[src/mbe_pkg.sv]
// shared constants and types for the mandelbrot escape-time block
// no dependencies; used by the top level and its checker
package mbe_pkg;

  // fixed field widths
  localparam int COORD_W = 32;
  localparam int COUNT_W = 16;

  // width of one operand limb of the shared multiplier
  localparam int LIMB_W = 32;

  // iteration limit after reset
  localparam logic [COUNT_W-1:0] MAX_ITER_RESET = 16'd256;

  // which product the shared multiplier is forming
  typedef enum logic [1:0] {
    OP_XY,
    OP_XX,
    OP_YY
  } op_t;

endpackage

[src/mandelbrot_escape_time.sv]
// mandelbrot escape-time counter with one shared 32x32 multiplier
// depends on mbe_pkg
//
//   channel  direction  handshake             word
//   in       input      in_valid / in_stall   c_re, c_im
//   out      output     out_valid / out_stall escape_count, stayed_inside
//   cfg      input      cfg_write_en          cfg_write_data (max_iterations)
//
// one word at a time; in_stall stays high from acceptance until the result is
// moved into the output register. each iteration forms three wide products
// (x*y, x'*x', y'*y') limb by limb on the one 32x32 multiplier, a multiply
// state and an accumulate state per partial product, plus update, magnitude
// and escape-test states (NL = 1 limb per operand at FRAC_BITS up to 29, else 2);
// entry and hand-off go through the idle and done states.
// reset is synchronous and clears the sequencer, the output valid flag and
// the limit (back to 256). a stalled result holds in the output register
// while the next word is accepted.
module mandelbrot_escape_time #(
  parameter int FRAC_BITS = 28
) (
  input  logic                         clk,
  input  logic                         rst,
  input  logic                         in_valid,
  output logic                         in_stall,
  input  logic signed [31:0]           c_re,
  input  logic signed [31:0]           c_im,
  output logic                         out_valid,
  input  logic                         out_stall,
  output logic [15:0]                  escape_count,
  output logic                         stayed_inside,
  input  logic                         cfg_write_en,
  input  logic [15:0]                  cfg_write_data
);

  localparam int LW  = mbe_pkg::LIMB_W;
  localparam int CW  = mbe_pkg::COUNT_W;
  // signed width of a z part after an update, magnitude width
  localparam int ZW  = ((FRAC_BITS > 29) ? FRAC_BITS : 29) + 4;
  localparam int MW  = ZW - 1;
  // limbs per operand, padded operand width, full product width
  localparam int NL  = (MW + LW - 1) / LW;
  localparam int OPW = NL * LW;
  localparam int PW  = 2 * OPW;
  // partial product counter and shift amount widths
  localparam int PCW = $clog2(NL * NL) + 1;
  localparam int SHW = $clog2(PW) + 1;
  // escape threshold 4 * 2^(2*FRAC_BITS)
  localparam logic [PW:0] LIMIT = (PW + 1)'(1) << (2 * FRAC_BITS + 2);

  typedef enum logic [2:0] {
    S_IDLE,
    S_MUL,
    S_ACC,
    S_UPD,
    S_MAG,
    S_CHK,
    S_DONE
  } state_t;

  state_t           state;
  mbe_pkg::op_t     op;
  logic [PCW-1:0]   pp;
  logic [CW-1:0]    max_iterations;
  logic [CW-1:0]    p;
  logic signed [31:0] cre, cim;
  logic signed [ZW-1:0] x, y;
  logic [MW-1:0]    xm, ym;
  logic [PW-1:0]    xx, yy, xy, acc;
  logic [2*LW-1:0]  prod;
  logic [CW-1:0]    res_count;
  logic             res_inside;

  // limb selection for the current partial product
  logic [PCW-1:0]   i_idx, j_idx;
  logic [OPW-1:0]   opa, opb;
  logic [LW-1:0]    limb_a, limb_b;
  logic [SHW-1:0]   sh_a, sh_b, sh_acc;
  logic             last_pp;

  always_comb begin
    i_idx   = PCW'(pp / NL);
    j_idx   = PCW'(pp % NL);
    sh_a    = SHW'(i_idx * LW);
    sh_b    = SHW'(j_idx * LW);
    sh_acc  = SHW'((i_idx + j_idx) * LW);
    last_pp = (pp == PCW'(NL * NL - 1));
    case (op)
      mbe_pkg::OP_XY: begin
        opa = OPW'(xm);
        opb = OPW'(ym);
      end
      mbe_pkg::OP_XX: begin
        opa = OPW'(xm);
        opb = OPW'(xm);
      end
      mbe_pkg::OP_YY: begin
        opa = OPW'(ym);
        opb = OPW'(ym);
      end
      default: begin
        opa = '0;
        opb = '0;
      end
    endcase
    limb_a = LW'(opa >> sh_a);
    limb_b = LW'(opb >> sh_b);
  end

  // z update: re' = floor((xx - yy) / 2^F) + c_re, im' = floor(2xy / 2^F) + c_im
  logic signed [PW:0]   diff, xy_s;
  logic signed [PW+1:0] xy2;
  logic signed [PW:0]   diff_sh;
  logic signed [PW+1:0] xy2_sh;
  logic signed [ZW-1:0] x_upd, y_upd;
  logic                 xy_neg;

  always_comb begin
    xy_neg  = x[ZW-1] ^ y[ZW-1];
    diff    = $signed({1'b0, xx}) - $signed({1'b0, yy});
    xy_s    = xy_neg ? -$signed({1'b0, xy}) : $signed({1'b0, xy});
    xy2     = {xy_s, 1'b0};
    diff_sh = diff >>> FRAC_BITS;
    xy2_sh  = xy2 >>> FRAC_BITS;
    x_upd   = ZW'(diff_sh) + ZW'(cre);
    y_upd   = ZW'(xy2_sh) + ZW'(cim);
  end

  // escape test and iteration end
  logic [PW:0] mag_sq;
  logic        escaped;
  logic        last_iter;

  always_comb begin
    mag_sq    = {1'b0, xx} + {1'b0, yy};
    escaped   = (mag_sq > LIMIT);
    last_iter = (({1'b0, p} + (CW + 1)'(1)) == {1'b0, max_iterations});
  end

  assign in_stall = (state != S_IDLE);

  // sequencer, datapath and output register
  always_ff @(posedge clk) begin
    if (rst) begin
      state          <= S_IDLE;
      out_valid      <= 1'b0;
      max_iterations <= mbe_pkg::MAX_ITER_RESET;
      op             <= mbe_pkg::OP_XY;
      pp             <= '0;
    end else begin
      if (cfg_write_en) begin
        max_iterations <= cfg_write_data;
      end
      // output word loads from the sequencer or leaves on acceptance
      if (state == S_DONE && (!out_valid || !out_stall)) begin
        out_valid <= 1'b1;
      end else if (out_valid && !out_stall) begin
        out_valid <= 1'b0;
      end
      case (state)
        S_IDLE: begin
          if (in_valid) begin
            cre <= c_re;
            cim <= c_im;
            x   <= '0;
            y   <= '0;
            xm  <= '0;
            ym  <= '0;
            xx  <= '0;
            yy  <= '0;
            p   <= '0;
            acc <= '0;
            pp  <= '0;
            op  <= mbe_pkg::OP_XY;
            if (max_iterations == '0) begin
              res_count  <= '0;
              res_inside <= 1'b1;
              state      <= S_DONE;
            end else begin
              state <= S_MUL;
            end
          end
        end
        S_MUL: begin
          prod  <= limb_a * limb_b;
          state <= S_ACC;
        end
        S_ACC: begin
          if (last_pp) begin
            pp  <= '0;
            acc <= '0;
            case (op)
              mbe_pkg::OP_XY: begin
                xy    <= acc + (PW'(prod) << sh_acc);
                state <= S_UPD;
              end
              mbe_pkg::OP_XX: begin
                xx    <= acc + (PW'(prod) << sh_acc);
                op    <= mbe_pkg::OP_YY;
                state <= S_MUL;
              end
              default: begin
                yy    <= acc + (PW'(prod) << sh_acc);
                state <= S_CHK;
              end
            endcase
          end else begin
            acc   <= acc + (PW'(prod) << sh_acc);
            pp    <= pp + PCW'(1);
            state <= S_MUL;
          end
        end
        S_UPD: begin
          x     <= x_upd;
          y     <= y_upd;
          state <= S_MAG;
        end
        S_MAG: begin
          xm    <= MW'(x[ZW-1] ? -x : x);
          ym    <= MW'(y[ZW-1] ? -y : y);
          op    <= mbe_pkg::OP_XX;
          state <= S_MUL;
        end
        S_CHK: begin
          if (escaped) begin
            res_count  <= p;
            res_inside <= 1'b0;
            state      <= S_DONE;
          end else if (last_iter) begin
            res_count  <= max_iterations;
            res_inside <= 1'b1;
            state      <= S_DONE;
          end else begin
            p     <= p + CW'(1);
            op    <= mbe_pkg::OP_XY;
            state <= S_MUL;
          end
        end
        S_DONE: begin
          if (!out_valid || !out_stall) begin
            escape_count  <= res_count;
            stayed_inside <= res_inside;
            state         <= S_IDLE;
          end
        end
        default: begin
          state <= S_IDLE;
        end
      endcase
    end
  end

endmodule

[config.mk]
export PLATFORM = sky130hd
export DESIGN_NAME = mandelbrot_escape_time
export DESIGN_NICKNAME = d
export VERILOG_FILES = /design/src/mbe_pkg.sv /design/src/mandelbrot_escape_time.sv
export SDC_FILE = /design/constraint.sdc
export NUM_CORES = 2
export LEC_CHECK = 0
export ABC_AREA = 1
export BUFFER_PORTS_ARGS = -buffer_cell sky130_fd_sc_hd__buf_2
export CAP_MARGIN = 20
export CORE_MARGIN = 4
export CORE_UTILIZATION = 40
export DETAILED_ROUTE_END_ITERATION = 10
export MAX_ROUTING_LAYER = met4
export PLACE_DENSITY_LB_ADDON = 0.08
export SETUP_SLACK_MARGIN = 0.05
export SYNTH_ARGS = -nofsm -noshare
export SYNTH_HDL_FRONTEND = slang
export SYNTH_SLANG_ARGS = --single-unit
[constraint.sdc]
create_clock -name clk -period 10 [get_ports clk]
set_input_delay 1 -clock clk [delete_from_list [all_inputs] [get_ports clk]]
set_output_delay 1 -clock clk [all_outputs]
set_load 0.03 [all_outputs]
== After elaboration in Yosys (flattened, before gate mapping) ==
Cells that the tools add are included.

* Add/subtract/negate cells: 11
* $mul: 1
* Order comparisons: 1
* Equal/unequal tests: 18
* Shift operators: 2
* Mux-type cells: 53
* Bitwise logic cells: 3
* Reductions and logical operators: 31

{| class="wikitable"
|+ Operators with widths
! kind !! count
|-
| two-way mux 64 bit || 6
|-
| case mux 64 bit (2 select lines) || 3
|-
| case mux 32 bit (2 select lines) || 4
|-
| case mux 33 bit (2 select lines) || 2
|-
| two-way mux 16 bit || 7
|-
| two-way mux 32 bit || 3
|-
| adder 33 x 32 -> 33 bit || 2
|-
| adder 64 x 64 -> 65 bit || 1
|-
| > comparator 65 x 59 -> 1 bit (second input constant) || 1
|-
| adder 64 bit || 1
|-
| multiplier 32 x 32 -> 64 bit || 1
|-
| negation 32 bit || 2
|-
| case mux 16 bit (2 select lines) || 2
|-
| left shift 64 x 6 -> 64 bit || 1
|-
| subtractor 61 bit || 1
|-
| two-way mux 60 bit || 1
|-
| negation 60 bit || 1
|-
| two-way mux 33 bit || 1
|-
| right shift 32 x 6 -> 32 bit || 1
|-
| case mux 3 bit (7 select lines) || 1
|-
| AND reduction 5 bit || 4
|-
| two-way mux 3 bit || 6
|-
| adder 16 x 1 -> 17 bit (second input constant) || 1
|-
| equality test 17 x 16 -> 1 bit || 1
|-
| other kinds (31) || 66
|}

* Register bits after elaboration: 583
* Bits of input ports: 85
* Word-level logic and storage cells: 141

== Logic depth before layout (Yosys ltp) ==
* Word-level depth: 5
* Gate-level depth with buffers: 43

== Least setup slack after synthesis ==
OpenSTA, ideal clock, no wires.

* Path type: reg-to-reg
* Start: reg op[0]
* End: reg prod[58], data pin
* Library setup time: 0.259 ns
* Arrival time: 7.709 ns
* Required time: 9.741 ns
* Slack: 2.032 ns
* Cell stages (with the launch flop): 37
* Path buffers: 3
* Cell sequence: dfxtp_1 > clkbuf_1 > inv_1 > nor2_1 > inv_1 > clkbuf_1 > o22ai_1 > clkbuf_1 > nand2_1 > inv_1 > fa_1 > fa_1 > fa_1 > inv_1 > fa_1 > inv_1 > fa_1 > inv_1 > fa_1 > inv_1 > fa_1 > inv_1 > fa_1 > inv_1 > ha_1 > nand2_1 > nor2_1 > nand2_1 > nor4_1 > a21oi_1 > o21ai_0 > nand3_1 > nand2_1 > nand3_1 > o211ai_1 > a21oi_1 > xnor2_1

* Longest elaborated chain between the ends: 5

{| class="wikitable"
|+ Ends and longest elaborated chain
! item !! line !! source
|-
| start, declared || mandelbrot_escape_time.sv:61 || <nowiki>mbe_pkg::op_t op;</nowiki>
|-
| start signal, assigned || mandelbrot_escape_time.sv:147 || <nowiki>op <= mbe_pkg::OP_XY;</nowiki>
|-
| start signal, assigned || mandelbrot_escape_time.sv:173 || <nowiki>op <= mbe_pkg::OP_XY;</nowiki>
|-
| start signal, assigned || mandelbrot_escape_time.sv:198 || <nowiki>op <= mbe_pkg::OP_YY;</nowiki>
|-
| equality test 2 x 1 -> 1 bit / logical NOT 2 bit (equally long branches) || mandelbrot_escape_time.sv:87 || <nowiki>case (op)</nowiki>
|-
| OR reduction 2 bit (no source line) || -- ||
|-
| case mux 32 bit (2 select lines) || mandelbrot_escape_time.sv:87 ||
|-
| right shift 32 x 6 -> 32 bit || mandelbrot_escape_time.sv:105 || <nowiki>limb_a = LW'(opa >> sh_a);</nowiki>
|-
| multiplier 32 x 32 -> 64 bit * || mandelbrot_escape_time.sv:184 || <nowiki>prod <= limb_a * limb_b;</nowiki>
|-
| end signal, assigned || mandelbrot_escape_time.sv:184 ||
|-
| end, declared || mandelbrot_escape_time.sv:69 || <nowiki>logic [2*LW-1:0] prod;</nowiki>
|}

Every way passes the cells marked *; elsewhere a longest branch is shown, timed or not.
A chain may end at the register's enable or synchronous reset.

== Final worst setup path ==
* Start: reg op[0]
* End: reg prod[60], data pin

Same word-level chain as after synthesis.

==> flow_summary.yaml <==
run_status:
  status: "completed"
grt:
  grt_pass1_vias: 56400
  met1_usage: 0.335
  gr-total-overflow: 0
  grt-busiest-layer: "met2"
  use_met2: 0.443
  grt_max_degree: 67
  met3_usage: 0.0182
  antenna_found_initial: 2
  grt_pass1_wl_um: 343000
  grtUsageTotal: 0.260
sta:
  period_needed_ns: 9.53
  slew_viol_final: 0
  worst_pin_slew_ns: 1.06
  finalHoldViolations: 0
  fmax_ghz: 0.105
  setup_viol: 0
  fin_worst_skew_ns: 0.113
  period_share: 0.953
  setup_tns_ns: 0
  rsz0062_at_grt: "no"
  hold_ws_ns: 0.411
  relSlewSlack: 0.293
detailed_routing:
  route.detailed.drc: 0
  wl_per_cell_um: 20.6
  vias: 54800
  antenna_left: 0
  dr.pass1.iters: 5
  viasPerCell: 5.00
  drt_iter0_drc: 4324
  wl_um: 226000
worst_setup_path:
  timing.rr.start: "op[0]"
  crit_top_cell: "fa_1"
  reg2reg_to: "prod[60]"
  cp_slowest_stage_delay_ns: 0.59
  path_class: "register to register"
  worstPathArrival_ns: 10.00
  cpMaxStageDelayCell: "fa_1"
  required_ns: 10.47
  reg2reg_slack_ns: 0.47
  reg2regPathDepth: 30
  worstSetupStartpointType: "register"
  cp_max_fo: 20
  end_kind: "register"
logic_synthesis:
  synth_fp_nets: 10100
  synth_cells: 8680
  ys_seq_elements: 518
  ys_types: 58
  ys_warn_count: 0
  synth_area_um2: 68400
  syn_avg_cell_area_um2: 7.88
  seq_area_frac_synth: 0.224
  synth_top_area_frac: 0.263
  synthTopCellsByArea: "fa_1, edfxtp_1, inv_1"
  synth_top_cell_by_area: "fa_1"
final_layout:
  fin_nets: 10100
  final_cell_mix: "inv_1, nand2_1, fa_1"
  stdcell_area_um2: 74300
  fillers: 17300
  areaGrowthSynthToFinish_pct: 8.67
  drive_gt1_frac: 0.0677
  postLayoutCoreUtil: 0.438
  layout_commonest_cell: "inv_1"
  diodes: 0
worst_hold_path:
  hp-class: "register to register"
  min_path_cells: 0
  min_to: "stayed_inside"
  min_from: "res_inside"
clocking:
  cts_root_buffer: "clkbuf_16"
  ctsHoldBuffers: 0
  cts_buffers: 59
  cts_tree: "built"
  cts_num_sinks: 518
  max-clock-path-buffers: 3
  clk-insertion-delay-late_ns: 0.72
  path_clk_slew_ns: 0.07
  ctsHtreeMaxLevel: 2
floorplan:
  dieArea_um2: 178000
  fp.dieH_um: 422
  die_width_um: 422
  io_pins: 104
  initial_core_util: 0.403
  core_um2: 170000
  rows: 151
job:
  maxCapViolCount: 0
placed_design:
  gp_congestion: 0.967
  place_area_um2: 72200
  portBuffers: 103
  dp_hpwl_um: 190000
## cell type report
| class | count | area (µm²) | area share |
|---|---|---|---|
| Timing Repair Buffer | 248 | 1630 | 0.0219 |
| Inverter | 2430 | 9120 | 0.123 |
| Clock inverter | 46 | 591 | 0.00794 |
| Clock buffer | 66 | 1530 | 0.0206 |
| Multi-Input combinational cell | 5449 | 43400 | 0.583 |
| Sequential cell | 518 | 15300 | 0.206 |
| Tap cell | 2218 | 2780 | 0.0373 |
## synthesized netlist by cell type, drive strengths merged
| cell type | instances |
|---|---|
| a2111oi | 1 |
| a211oi | 4 |
| a21boi | 16 |
| a21o | 10 |
| a21oi | 429 |
| a221oi | 5 |
| a31oi | 59 |
| and2 | 5 |
| and3 | 9 |
| buf | 46 |
| clkbuf | 237 |
| clkinv | 5 |
| dfxtp | 22 |
| edfxtp | 496 |
| fa | 899 |
| ha | 454 |
| inv | 2425 |
| nand2 | 1986 |
| nand3 | 150 |
| nand3b | 3 |
| nand4 | 57 |
| nor2 | 628 |
| nor3 | 85 |
| nor3b | 10 |
| nor4 | 25 |
| o2111ai | 1 |
| o211ai | 11 |
| o21a | 35 |
| o21ai | 277 |
| o21bai | 24 |
| o221ai | 5 |
| o22ai | 71 |
| o311ai | 3 |
| o31ai | 11 |
| or2 | 6 |
| or4 | 2 |
| xnor2 | 40 |
| xor2 | 128 |
## per-layer routing
| layer | vias up | share of wire |
|---|---|---|
| met2 | 1294 | 0.50 |
| met4 | 0 | 0.032 |
| met5 | - | 0 |
| met1 | 27200 | 0.43 |
| met3 | 306 | 0.040 |
| li1 | 26100 | - |
## through the flow
stage | instances | setup slack (ns)
finish | 11000 | 0.471
global route | 11000 | 0.113
CTS | 11000 | 0.126
detailed placement | 10900 | 0.141
floorplan | 8680 | 2.03
global placement | 10900 | 0.116
## logic make-up after synthesis
family                     Yosys count  share of synthesized area
xor gates and xnor gates           168                     0.0215
AOI/OAI and AO/OA                  962                     0.0790
buffers and inverters             2713                      0.152
DFF                                518                      0.224
adders and majority gates         1353                      0.346
and+or+nand+nor                   2966                      0.178
## registers in the layout (all words and copies together), names as in the netlist, 32 cells and up
register  flops
xx           64
cim          32
ym           32
y            33
x            33
xy           60
xm           32
prod         64
yy           64
cre          32
## worst max-delay path by stage
stage          start       end  cells after the start  slack, ns
6_report       op[0]  prod[60]                     30       0.47
4_1_cts        op[0]  prod[60]                     31       0.13
2_1_floorplan  op[0]  prod[58]                     36       2.03
3_5_place_dp   op[0]  prod[60]                     31       0.14
3_3_place_gp   op[0]  prod[60]                     31       0.12
5_1_grt        op[0]  prod[60]                     30       0.11
## timing repair
item                       CTS  global route
setup endpoints to repair    0             2
resized for setup            0             1
setup buffers                0             1
hold endpoints to repair     0             0
## worst max-delay path: cells and delay by family (launching register included)
family / cells / cell delay (ns)
adders and majority gates: 9 / 4.63
and+or+nand+nor: 6 / 1.12
xor gates and xnor gates: 1 / 0.26
buffers and inverters: 10 / 1.51
AOI/OAI and AO/OA: 4 / 1.51
DFF: 1 / 0.32
Power is not shown: default switching activity piles up to over one toggle a cycle in this logic, so the estimate is an artifact.
